**src/rtl/gtd_pkg.sv**
```systemverilog
// ----------------------------------------------------------------------------
// gtd_pkg
// Shared types and constants of the graphics tag packet deframer.
// ----------------------------------------------------------------------------
`default_nettype none

package gtd_pkg;

  // Input item kinds (slave tuser)
  localparam logic [1:0] KindFifo  = 2'd0;
  localparam logic [1:0] KindRead  = 2'd1;
  localparam logic [1:0] KindWrite = 2'd2;

  // Result kinds (master tuser, low bits)
  localparam logic [1:0] ResForward = 2'd0;
  localparam logic [1:0] ResRead    = 2'd1;
  localparam logic [1:0] ResAbort   = 2'd2;

  // Register indexes
  localparam logic [3:0] RegControl = 4'd0;
  localparam logic [3:0] RegMode    = 4'd1;
  localparam logic [3:0] RegStatus  = 4'd2;

  // Tag layout
  localparam int LoopW    = 15;
  localparam int FmtLsb   = 58;
  localparam int NregsLsb = 60;
  localparam int CountW   = 20;
  localparam int FillW    = 5;
  localparam int FillLsb  = 24;

  // Tag formats
  localparam logic [1:0] FmtPacked  = 2'd0;
  localparam logic [1:0] FmtReglist = 2'd1;

  // Stream widths
  localparam int SDataW = 168;
  localparam int SUserW = 2;
  localparam int MDataW = 136;
  localparam int MUserW = 3;

  localparam int QueueDepth = 2;

  // Work for the back part, as classified by the front part
  typedef enum logic [1:0] {
    OpForward    = 2'd0,
    OpReadStatus = 2'd1,
    OpReadZero   = 2'd2,
    OpAbort      = 2'd3
  } gtd_op_e;

  typedef struct packed {
    gtd_op_e     op;
    logic [1:0]  path;
    logic [63:0] qw_high;
    logic [63:0] qw_low;
  } gtd_entry_t;

endpackage

`default_nettype wire

```
**src/rtl/gtd_front.sv**
```systemverilog
// ----------------------------------------------------------------------------
// gtd_front
// Accepts input transactions and classifies them into work for the back part.
// Transactions that cause no result are dropped here.
// ----------------------------------------------------------------------------
`default_nettype none

module gtd_front (
  input  wire logic                        s_axis_tvalid,
  output      logic                        s_axis_tready,
  input  wire logic [gtd_pkg::SDataW-1:0]  s_axis_tdata,
  input  wire logic [gtd_pkg::SUserW-1:0]  s_axis_tuser,
  input  wire logic                        q_full_i,
  output      logic                        q_push_o,
  output      gtd_pkg::gtd_entry_t         q_entry_o
);

  logic [1:0]  path;
  logic [63:0] qw_low;
  logic [63:0] qw_high;
  logic [3:0]  reg_index;
  logic [31:0] write_value;
  logic        has_result;

  assign path        = s_axis_tdata[1:0];
  assign qw_low      = s_axis_tdata[65:2];
  assign qw_high     = s_axis_tdata[129:66];
  assign reg_index   = s_axis_tdata[133:130];
  assign write_value = s_axis_tdata[165:134];

  assign s_axis_tready = !q_full_i;

  always_comb begin
    has_result        = 1'b0;
    q_entry_o.op      = gtd_pkg::OpForward;
    q_entry_o.path    = path;
    q_entry_o.qw_low  = qw_low;
    q_entry_o.qw_high = qw_high;
    unique case (s_axis_tuser)
      gtd_pkg::KindFifo: begin
        has_result   = 1'b1;
        q_entry_o.op = gtd_pkg::OpForward;
      end
      gtd_pkg::KindRead: begin
        has_result   = 1'b1;
        q_entry_o.op = (reg_index == gtd_pkg::RegStatus) ? gtd_pkg::OpReadStatus
                                                         : gtd_pkg::OpReadZero;
      end
      gtd_pkg::KindWrite: begin
        // only a control write with the reset bit set does anything
        has_result   = (reg_index == gtd_pkg::RegControl) && write_value[0];
        q_entry_o.op = gtd_pkg::OpAbort;
      end
      default: begin
        has_result = 1'b0;
      end
    endcase
  end

  assign q_push_o = s_axis_tvalid && s_axis_tready && has_result;

endmodule

`default_nettype wire

```
**src/rtl/gtd_queue.sv**
```systemverilog
// ----------------------------------------------------------------------------
// gtd_queue
// Short first-word-fall-through queue between the front and back parts.
// ----------------------------------------------------------------------------
`default_nettype none

module gtd_queue #(
  parameter int DEPTH = gtd_pkg::QueueDepth
) (
  input  wire logic                clk_i,
  input  wire logic                rst_ni,
  input  wire logic                push_i,
  input  wire gtd_pkg::gtd_entry_t entry_i,
  output      logic                full_o,
  output      logic                empty_o,
  input  wire logic                pop_i,
  output      gtd_pkg::gtd_entry_t entry_o
);

  localparam int PtrW = (DEPTH > 1) ? $clog2(DEPTH) : 1;
  localparam int CntW = $clog2(DEPTH + 1);
  localparam logic [PtrW-1:0] LastPtr = PtrW'(DEPTH - 1);
  localparam logic [CntW-1:0] FullCnt = CntW'(DEPTH);

  gtd_pkg::gtd_entry_t mem_q [DEPTH];

  logic [PtrW-1:0] wr_ptr_q, wr_ptr_d;
  logic [PtrW-1:0] rd_ptr_q, rd_ptr_d;
  logic [CntW-1:0] count_q, count_d;

  assign full_o  = (count_q == FullCnt);
  assign empty_o = (count_q == '0);
  assign entry_o = mem_q[rd_ptr_q];

  always_ff @(posedge clk_i) begin
    if (push_i) begin
      mem_q[wr_ptr_q] <= entry_i;
    end
  end

  always_comb begin
    wr_ptr_d = wr_ptr_q;
    rd_ptr_d = rd_ptr_q;
    count_d  = count_q;
    if (push_i) begin
      wr_ptr_d = (wr_ptr_q == LastPtr) ? '0 : wr_ptr_q + PtrW'(1);
    end
    if (pop_i) begin
      rd_ptr_d = (rd_ptr_q == LastPtr) ? '0 : rd_ptr_q + PtrW'(1);
    end
    if (push_i && !pop_i) begin
      count_d = count_q + CntW'(1);
    end else if (pop_i && !push_i) begin
      count_d = count_q - CntW'(1);
    end
  end

  always_ff @(posedge clk_i or negedge rst_ni) begin
    if (!rst_ni) begin
      wr_ptr_q <= '0;
      rd_ptr_q <= '0;
      count_q  <= '0;
    end else begin
      wr_ptr_q <= wr_ptr_d;
      rd_ptr_q <= rd_ptr_d;
      count_q  <= count_d;
    end
  end

  a_no_overflow: assert property (@(posedge clk_i) disable iff (!rst_ni)
    !(push_i && full_o))
    else $error("queue push while full");

  a_no_underflow: assert property (@(posedge clk_i) disable iff (!rst_ni)
    !(pop_i && empty_o))
    else $error("queue pop while empty");

  a_count_bound: assert property (@(posedge clk_i) disable iff (!rst_ni)
    count_q <= FullCnt)
    else $error("queue count beyond depth");

endmodule

`default_nettype wire

```
**src/rtl/gtd_back.sv**
```systemverilog
// ----------------------------------------------------------------------------
// gtd_back
// Carries out queued work: tag parsing, packet tracking, status register,
// abort. Results leave through an output register.
// ----------------------------------------------------------------------------
`default_nettype none

module gtd_back (
  input  wire logic                       clk_i,
  input  wire logic                       rst_ni,
  input  wire logic                       q_empty_i,
  input  wire gtd_pkg::gtd_entry_t        q_entry_i,
  output      logic                       q_pop_o,
  output      logic                       m_axis_tvalid,
  input  wire logic                       m_axis_tready,
  output      logic [gtd_pkg::MDataW-1:0] m_axis_tdata,
  output      logic [gtd_pkg::MUserW-1:0] m_axis_tuser,
  output      logic                       m_axis_tlast
);

  localparam int CountW = gtd_pkg::CountW;
  localparam int FillW  = gtd_pkg::FillW;

  logic                   in_packet_q, in_packet_d;
  logic [CountW-1:0]      data_left_q, data_left_d;
  logic [FillW-1:0]       fill_q, fill_d;

  logic                   out_valid_q, out_valid_d;
  logic [1:0]             out_kind_q, out_kind_d;
  logic [63:0]            out_low_q, out_low_d;
  logic [63:0]            out_high_q, out_high_d;
  logic [1:0]             out_path_q, out_path_d;
  logic                   out_tag_q, out_tag_d;
  logic                   out_eop_q, out_eop_d;

  logic [gtd_pkg::LoopW-1:0] loops;
  logic [1:0]             fmt;
  logic [4:0]             regs;
  logic [CountW-1:0]      prod;
  logic [CountW-1:0]      half;
  logic [CountW-1:0]      tag_count;
  logic [CountW-1:0]      left_dec;

  // tag decode
  assign loops = q_entry_i.qw_low[gtd_pkg::LoopW-1:0];
  assign fmt   = q_entry_i.qw_low[gtd_pkg::FmtLsb+1:gtd_pkg::FmtLsb];
  assign regs  = (q_entry_i.qw_low[gtd_pkg::NregsLsb+3:gtd_pkg::NregsLsb] == 4'd0)
               ? 5'd16 : {1'b0, q_entry_i.qw_low[gtd_pkg::NregsLsb+3:gtd_pkg::NregsLsb]};
  assign prod  = CountW'({5'd0, loops} * {15'd0, regs});
  assign half  = CountW'(({1'b0, prod} + 21'd1) >> 1);

  always_comb begin
    case (fmt)
      gtd_pkg::FmtPacked:  tag_count = prod;
      gtd_pkg::FmtReglist: tag_count = half;
      default:             tag_count = {5'd0, loops};
    endcase
  end

  assign left_dec = data_left_q - CountW'(1);

  assign q_pop_o = !q_empty_i && (!out_valid_q || m_axis_tready);

  always_comb begin
    in_packet_d = in_packet_q;
    data_left_d = data_left_q;
    fill_d      = fill_q;
    out_valid_d = out_valid_q && !m_axis_tready;
    out_kind_d  = out_kind_q;
    out_low_d   = out_low_q;
    out_high_d  = out_high_q;
    out_path_d  = out_path_q;
    out_tag_d   = out_tag_q;
    out_eop_d   = out_eop_q;
    if (q_pop_o) begin
      out_valid_d = 1'b1;
      out_kind_d  = gtd_pkg::ResForward;
      out_low_d   = '0;
      out_high_d  = '0;
      out_path_d  = '0;
      out_tag_d   = 1'b0;
      out_eop_d   = 1'b0;
      unique case (q_entry_i.op)
        gtd_pkg::OpForward: begin
          fill_d     = '1;
          out_low_d  = q_entry_i.qw_low;
          out_high_d = q_entry_i.qw_high;
          out_path_d = q_entry_i.path;
          if (!in_packet_q || (data_left_q == '0)) begin
            // take as a tag; an empty tag leaves the packet closed
            data_left_d = tag_count;
            in_packet_d = (tag_count != '0);
            out_tag_d   = 1'b1;
          end else begin
            data_left_d = left_dec;
            in_packet_d = (left_dec != '0);
            out_eop_d   = (left_dec == '0);
          end
        end
        gtd_pkg::OpReadStatus: begin
          out_kind_d = gtd_pkg::ResRead;
          out_low_d  = 64'({fill_q, gtd_pkg::FillLsb'(0)});
          fill_d     = '0;
        end
        gtd_pkg::OpReadZero: begin
          out_kind_d = gtd_pkg::ResRead;
        end
        gtd_pkg::OpAbort: begin
          out_kind_d  = gtd_pkg::ResAbort;
          in_packet_d = 1'b0;
          data_left_d = '0;
          fill_d      = '0;
        end
        default: begin
          out_valid_d = 1'b0;
        end
      endcase
    end
  end

  always_ff @(posedge clk_i or negedge rst_ni) begin
    if (!rst_ni) begin
      in_packet_q <= 1'b0;
      data_left_q <= '0;
      fill_q      <= '0;
      out_valid_q <= 1'b0;
    end else begin
      in_packet_q <= in_packet_d;
      data_left_q <= data_left_d;
      fill_q      <= fill_d;
      out_valid_q <= out_valid_d;
    end
  end

  always_ff @(posedge clk_i) begin
    out_kind_q <= out_kind_d;
    out_low_q  <= out_low_d;
    out_high_q <= out_high_d;
    out_path_q <= out_path_d;
    out_tag_q  <= out_tag_d;
    out_eop_q  <= out_eop_d;
  end

  assign m_axis_tvalid = out_valid_q;
  assign m_axis_tdata  = {6'd0, out_path_q, out_high_q, out_low_q};
  assign m_axis_tuser  = {out_tag_q, out_kind_q};
  assign m_axis_tlast  = out_eop_q;

  a_packet_consistent: assert property (@(posedge clk_i) disable iff (!rst_ni)
    in_packet_q == (data_left_q != '0))
    else $error("packet flag disagrees with remaining count");

  a_non_forward_clean: assert property (@(posedge clk_i) disable iff (!rst_ni)
    (out_valid_q && (out_kind_q != gtd_pkg::ResForward)) |->
      (out_high_q == '0) && (out_path_q == '0) && !out_tag_q && !out_eop_q)
    else $error("read or abort result carries forward fields");

  a_abort_clears: assert property (@(posedge clk_i) disable iff (!rst_ni)
    (q_pop_o && (q_entry_i.op == gtd_pkg::OpAbort)) |=>
      !in_packet_q && (fill_q == '0) && (out_low_q == '0))
    else $error("abort did not clear state");

  a_tag_not_last: assert property (@(posedge clk_i) disable iff (!rst_ni)
    out_valid_q |-> !(out_tag_q && out_eop_q))
    else $error("tag marked as end of packet");

endmodule

`default_nettype wire

```
**src/rtl/graphics_tag_packet_deframer_unit.sv**
```systemverilog
// ----------------------------------------------------------------------------
// graphics_tag_packet_deframer_unit
// Result path: after its input transaction is accepted, a result passes the queue
//   register and then the back part's output register to the master side.
// Throughput: one transaction per cycle while the output does not stall; tag
//   decode in the back part is combinational; the queue absorbs stalls of up to DEPTH items.
// Reset: rst_ni clears packet state, status fill field, queue and output valid.
// ----------------------------------------------------------------------------
`default_nettype none

module graphics_tag_packet_deframer_unit #(
  parameter int QUEUE_DEPTH = gtd_pkg::QueueDepth
) (
  input  wire logic                       clk_i,
  input  wire logic                       rst_ni,
  input  wire logic                       s_axis_tvalid,
  output      logic                       s_axis_tready,
  // path[1:0], qw_low[65:2], qw_high[129:66], reg_index[133:130],
  // write_value[165:134], zero pad[167:166]
  input  wire logic [gtd_pkg::SDataW-1:0] s_axis_tdata,
  // kind[1:0]
  input  wire logic [gtd_pkg::SUserW-1:0] s_axis_tuser,
  output      logic                       m_axis_tvalid,
  input  wire logic                       m_axis_tready,
  // word_low[63:0], word_high[127:64], path_out[129:128], zero pad[135:130]
  output      logic [gtd_pkg::MDataW-1:0] m_axis_tdata,
  // result_kind[1:0], is_tag[2]
  output      logic [gtd_pkg::MUserW-1:0] m_axis_tuser,
  // end_of_packet
  output      logic                       m_axis_tlast
);

  logic                q_push;
  logic                q_pop;
  logic                q_full;
  logic                q_empty;
  gtd_pkg::gtd_entry_t q_wr_entry;
  gtd_pkg::gtd_entry_t q_rd_entry;

  gtd_front u_front (
    .s_axis_tvalid (s_axis_tvalid),
    .s_axis_tready (s_axis_tready),
    .s_axis_tdata  (s_axis_tdata),
    .s_axis_tuser  (s_axis_tuser),
    .q_full_i      (q_full),
    .q_push_o      (q_push),
    .q_entry_o     (q_wr_entry)
  );

  gtd_queue #(
    .DEPTH (QUEUE_DEPTH)
  ) u_queue (
    .clk_i   (clk_i),
    .rst_ni  (rst_ni),
    .push_i  (q_push),
    .entry_i (q_wr_entry),
    .full_o  (q_full),
    .empty_o (q_empty),
    .pop_i   (q_pop),
    .entry_o (q_rd_entry)
  );

  gtd_back u_back (
    .clk_i         (clk_i),
    .rst_ni        (rst_ni),
    .q_empty_i     (q_empty),
    .q_entry_i     (q_rd_entry),
    .q_pop_o       (q_pop),
    .m_axis_tvalid (m_axis_tvalid),
    .m_axis_tready (m_axis_tready),
    .m_axis_tdata  (m_axis_tdata),
    .m_axis_tuser  (m_axis_tuser),
    .m_axis_tlast  (m_axis_tlast)
  );

endmodule

`default_nettype wire

```
**config.mk**
```make
export PLATFORM = sky130hd
export DESIGN_NAME = graphics_tag_packet_deframer_unit
export DESIGN_NICKNAME = d
export VERILOG_FILES = /design/src/rtl/gtd_pkg.sv /design/src/rtl/gtd_front.sv /design/src/rtl/gtd_queue.sv /design/src/rtl/gtd_back.sv /design/src/rtl/graphics_tag_packet_deframer_unit.sv
export SDC_FILE = /design/constraint.sdc
export NUM_CORES = 1
export LEC_CHECK = 0
export BUFFER_PORTS_ARGS = -buffer_cell sky130_fd_sc_hd__buf_4
export CELL_PAD_IN_SITES_DETAIL_PLACEMENT = 0
export CELL_PAD_IN_SITES_GLOBAL_PLACEMENT = 1
export CORE_MARGIN = 2
export CORE_UTILIZATION = 48
export CTS_BUF_LIST = sky130_fd_sc_hd__clkbuf_4
export CTS_CLUSTER_SIZE = 8
export DETAILED_ROUTE_END_ITERATION = 16
export PLACE_DENSITY = 0.83
export SYNTH_ARGS = -nofsm -noshare
export SYNTH_HDL_FRONTEND = slang
export SYNTH_SLANG_ARGS = --single-unit
```
**constraint.sdc**
```tcl
create_clock -name clk_i -period 9.2 [get_ports clk_i]
set_clock_uncertainty 0.1 [all_clocks]
set_input_delay 0.46 -clock clk_i [delete_from_list [all_inputs] [get_ports clk_i]]
set_output_delay 0.46 -clock clk_i [all_outputs]
set_load 0.1 [all_outputs]
```
==> impl_metrics.json <==
{
  "status": "finished clean",
  "core_mm2": 0.03964,
  "drv_slew": 0,
  "globalRouteMet3Util_pct": 8.004,
  "hold_depth": 5,
  "postRouteAntennaNets": 0,
  "path_class": "reg -> reg",
  "rsz0062_at_grt": "false",
  "portBuffers": 276,
  "busiest_layer": "met2",
  "grt_pass1_vias": 13644,
  "path_buf_inv": 2,
  "antenna_found_initial": 9,
  "rr_endpoint": "u_back.data_left_q[12]",
  "crit_path_end_kind": "flop",
  "finalCriticalPeriod_ns": 7.731,
  "yosys_register_bits": 425,
  "cts-root-buf": "clkbuf_4",
  "start_util_pct": 48.62,
  "worst-path-max-fanout": 53,
  "hold_start": "s_axis_tdata[133]",
  "r2r_start": "u_queue.rd_ptr_q",
  "clk_pin_slew_ns": 0.06,
  "grt_max_degree": 83,
  "cts_resized": 0,
  "max_freq_mhz": 129.3,
  "drt_pass1_iterations": 6,
  "place_congestion": 0.8330,
  "worstPathRequired_ns": 9.78,
  "place_area_mm2": 0.02182,
  "worstSkewPairLatency_ns": 0.79,
  "yosysUniqueCellTypes": 89,
  "hold_class": "in -> reg",
  "yosysTopAreaCell": "edfxtp_1",
  "h-tree-depth": 3,
  "holdPathEnd": "u_queue.mem_q[1][131]",
  "synthesis.area_mm2": 0.01927,
  "cp.arrival_ns": 8.31,
  "async_flop_share_pct": 6.353,
  "layout.cells.non_filler": 2488,
  "finalWirelength_mm": 46.85,
  "viasPerCell": 5.278,
  "io_pins": 316,
  "tritoncts": "built",
  "critPathMaxStageDelay_ns": 1.02,
  "worstMarginPinSlew_ns": 1.130,
  "post-route-period-util_pct": 84.04,
  "clk_path_buf_depth": 3,
  "die_x_um": 204.4,
  "dp_hpwl_mm": 29.08,
  "grt_pass1_wl_mm": 72.86,
  "slew_headroom_pct": 24.69,
  "gr-total-overflow": 0,
  "cp_slowest_cell": "dfrtp_4",
  "drive_above_1_share_pct": 25.70,
  "cts_made_buffers": 103,
  "design_area_mm2": 0.02455,
  "vias": 13131,
  "grt_util_all_layers_pct": 22.55,
  "path_common_cell": "fa_1",
  "synthTopCellsByArea": "edfxtp_1 (62%), mux2i_1 (7.1%), nor2_1 (4.6%)",
  "synth.avg_cell_area_um2": 13.77,
  "maxCapViolations": 0,
  "synth_cells": 1400,
  "synth-main-ff-cell": "edfxtp_1",
  "crit_chain": "mux2i_1 -> buf_4 -> nand4_1 -> or2_2 -> fa_1 -> fa_1 -> fa_1 -> inv_1 -> ha_1 -> a211oi_1 -> nor2_1 -> xor2_1 -> and3_2 -> nand2_1 -> or3_1 -> mux2i_1 -> a221oi_1 -> a22oi_1 -> o21ai_0",
  "dieHeight_um": 204.4,
  "synth_edf_count": 398,
  "hold_violations": 0,
  "cts_setup_buffers": 0,
  "use_met2_pct": 38.00,
  "setup-violations-final": 0,
  "met1_usage_pct": 27.02,
  "final.setup.tns_ns": 0,
  "path_delay_family": "simple AND/OR/NAND/NOR gates",
  "ff2ff_path_depth": 19,
  "ys_top_cells_by_count": "edfxtp_1 (398), nor2_1 (236), mux2i_1 (136), inv_1 (71), o21ai_0 (55)",
  "drcViolationCount": 0,
  "ys_warn_count": 0,
  "area_growth_pct": 27.37,
  "row_count": 73,
  "fin_util_pct": 61.92,
  "rrSetupSlack_ns": 1.47,
  "synth_top_area_share_pct": 62.01,
  "die_area_mm2": 0.04177,
  "drtIter0Drc": 831,
  "synth_seq_area_share_pct": 65.52,
  "wire_per_inst_um": 18.83,
  "clock_sinks": 425,
  "placed_cells": 2155,
  "nets": 2126,
  "start_kind": "flop",
  "yosysMostFrequentCell": "edfxtp_1"
}
==> what timing repair did <==
action                     in CTS  in global routing
setup endpoints to repair       0                  0
hold endpoints to repair      293                  0
hold buffers                  136                  0
==> cell type report <==
class | instances | area [µm²]
Inverter | 72 | 277.8
Sequential cell | 425 | 12630
Fill cell | 2968 | 15090
Multi-Input combinational cell | 842 | 6072
Timing Repair Buffer | 427 | 3546
Clock buffer | 155 | 1164
Tap cell | 525 | 656.9
Clock inverter | 36 | 185.2
Antenna cell | 6 | 15.01
==> how the worst max path moves through the flow <==
stage	start	end	slack, ns	cells past startpoint
after floorplan	u_queue.count_q[0]	u_queue.mem_q[0][0]	1.41	3
after global placement	u_queue.rd_ptr_q	u_back.data_left_q[12]	1.66	19
after detailed placement	u_queue.rd_ptr_q	u_back.data_left_q[12]	1.51	19
after CTS	u_queue.rd_ptr_q	u_back.data_left_q[12]	1.50	19
after global routing	u_queue.rd_ptr_q	u_back.in_packet_q	0.99	19
final	u_queue.rd_ptr_q	u_back.data_left_q[12]	1.47	19
==> flip-flops by register name, summed over array words and instances (netlist names), 2 cells and up <==
name,cells
u_back.data_left_q,20
u_queue.count_q,2
u_back.out_high_q,64
u_queue.mem_q,264
u_back.out_low_q,64
u_back.out_kind_q,2
u_back.out_path_q,2
==> worst min-delay path: stages <==
cell,delay (ns)
buf_4,0.08
nor3_1,0.07
nand2_1,0.08
a21oi_1,0.06
nor2b_1,0.14
==> cells in the final DEF, fill, tap and decap left out, drive strengths merged, types with 4 or more instances in the layout <==
master       count
edfxtp         398
buf            291
nor2           236
clkbuf         155
dlygate4sd3    136
mux2i          136
inv             73
o21ai           59
a21oi           52
nand2           51
ha              42
fa              39
clkinv          32
dfrtp           27
nor3            22
xnor2           19
nand2b          13
nand3           13
nor4            12
a31oi           11
or2             10
o211ai           9
xor2             8
diode            6
mux2             6
a22oi            6
conb             6
nor2b            5
nand4            5
nand3b           5
o22ai            5
nor3b            5
or4              4
and2             4
==> routing by layer <==
layer,up-vias,wire length (µm)
met5,-,29
met4,6,928
met3,72,4007
met2,438,23340
met1,6499,18540
li1,6116,-
==> logic make-up after synthesis <==
kind of cell / count (synthesis) / share of synthesized area (%)
DFF: 425 / 65.52
and+or+nand+nor: 402 / 9.699
AOI/OAI and AO/OA: 184 / 6.103
muxes: 142 / 7.414
buffers and inverters: 138 / 3.201
adders and majority gates: 81 / 6.778
xor gates and xnor gates: 27 / 1.266
other: 1 / 0.01946
==> metrics by stage <==
step                      hold WS [ns]  setup WS, ns
after floorplan                0.06441         1.405
after detailed placement        0.3102         1.508
after global placement          0.3083         1.659
after global routing           0.09518        0.9913
final                           0.1405         1.469
after CTS                      0.05378         1.496
Power is left out: the tool's default activity adds up to more than one toggle a clock period on the data nets, which glitch-free logic cannot reach.
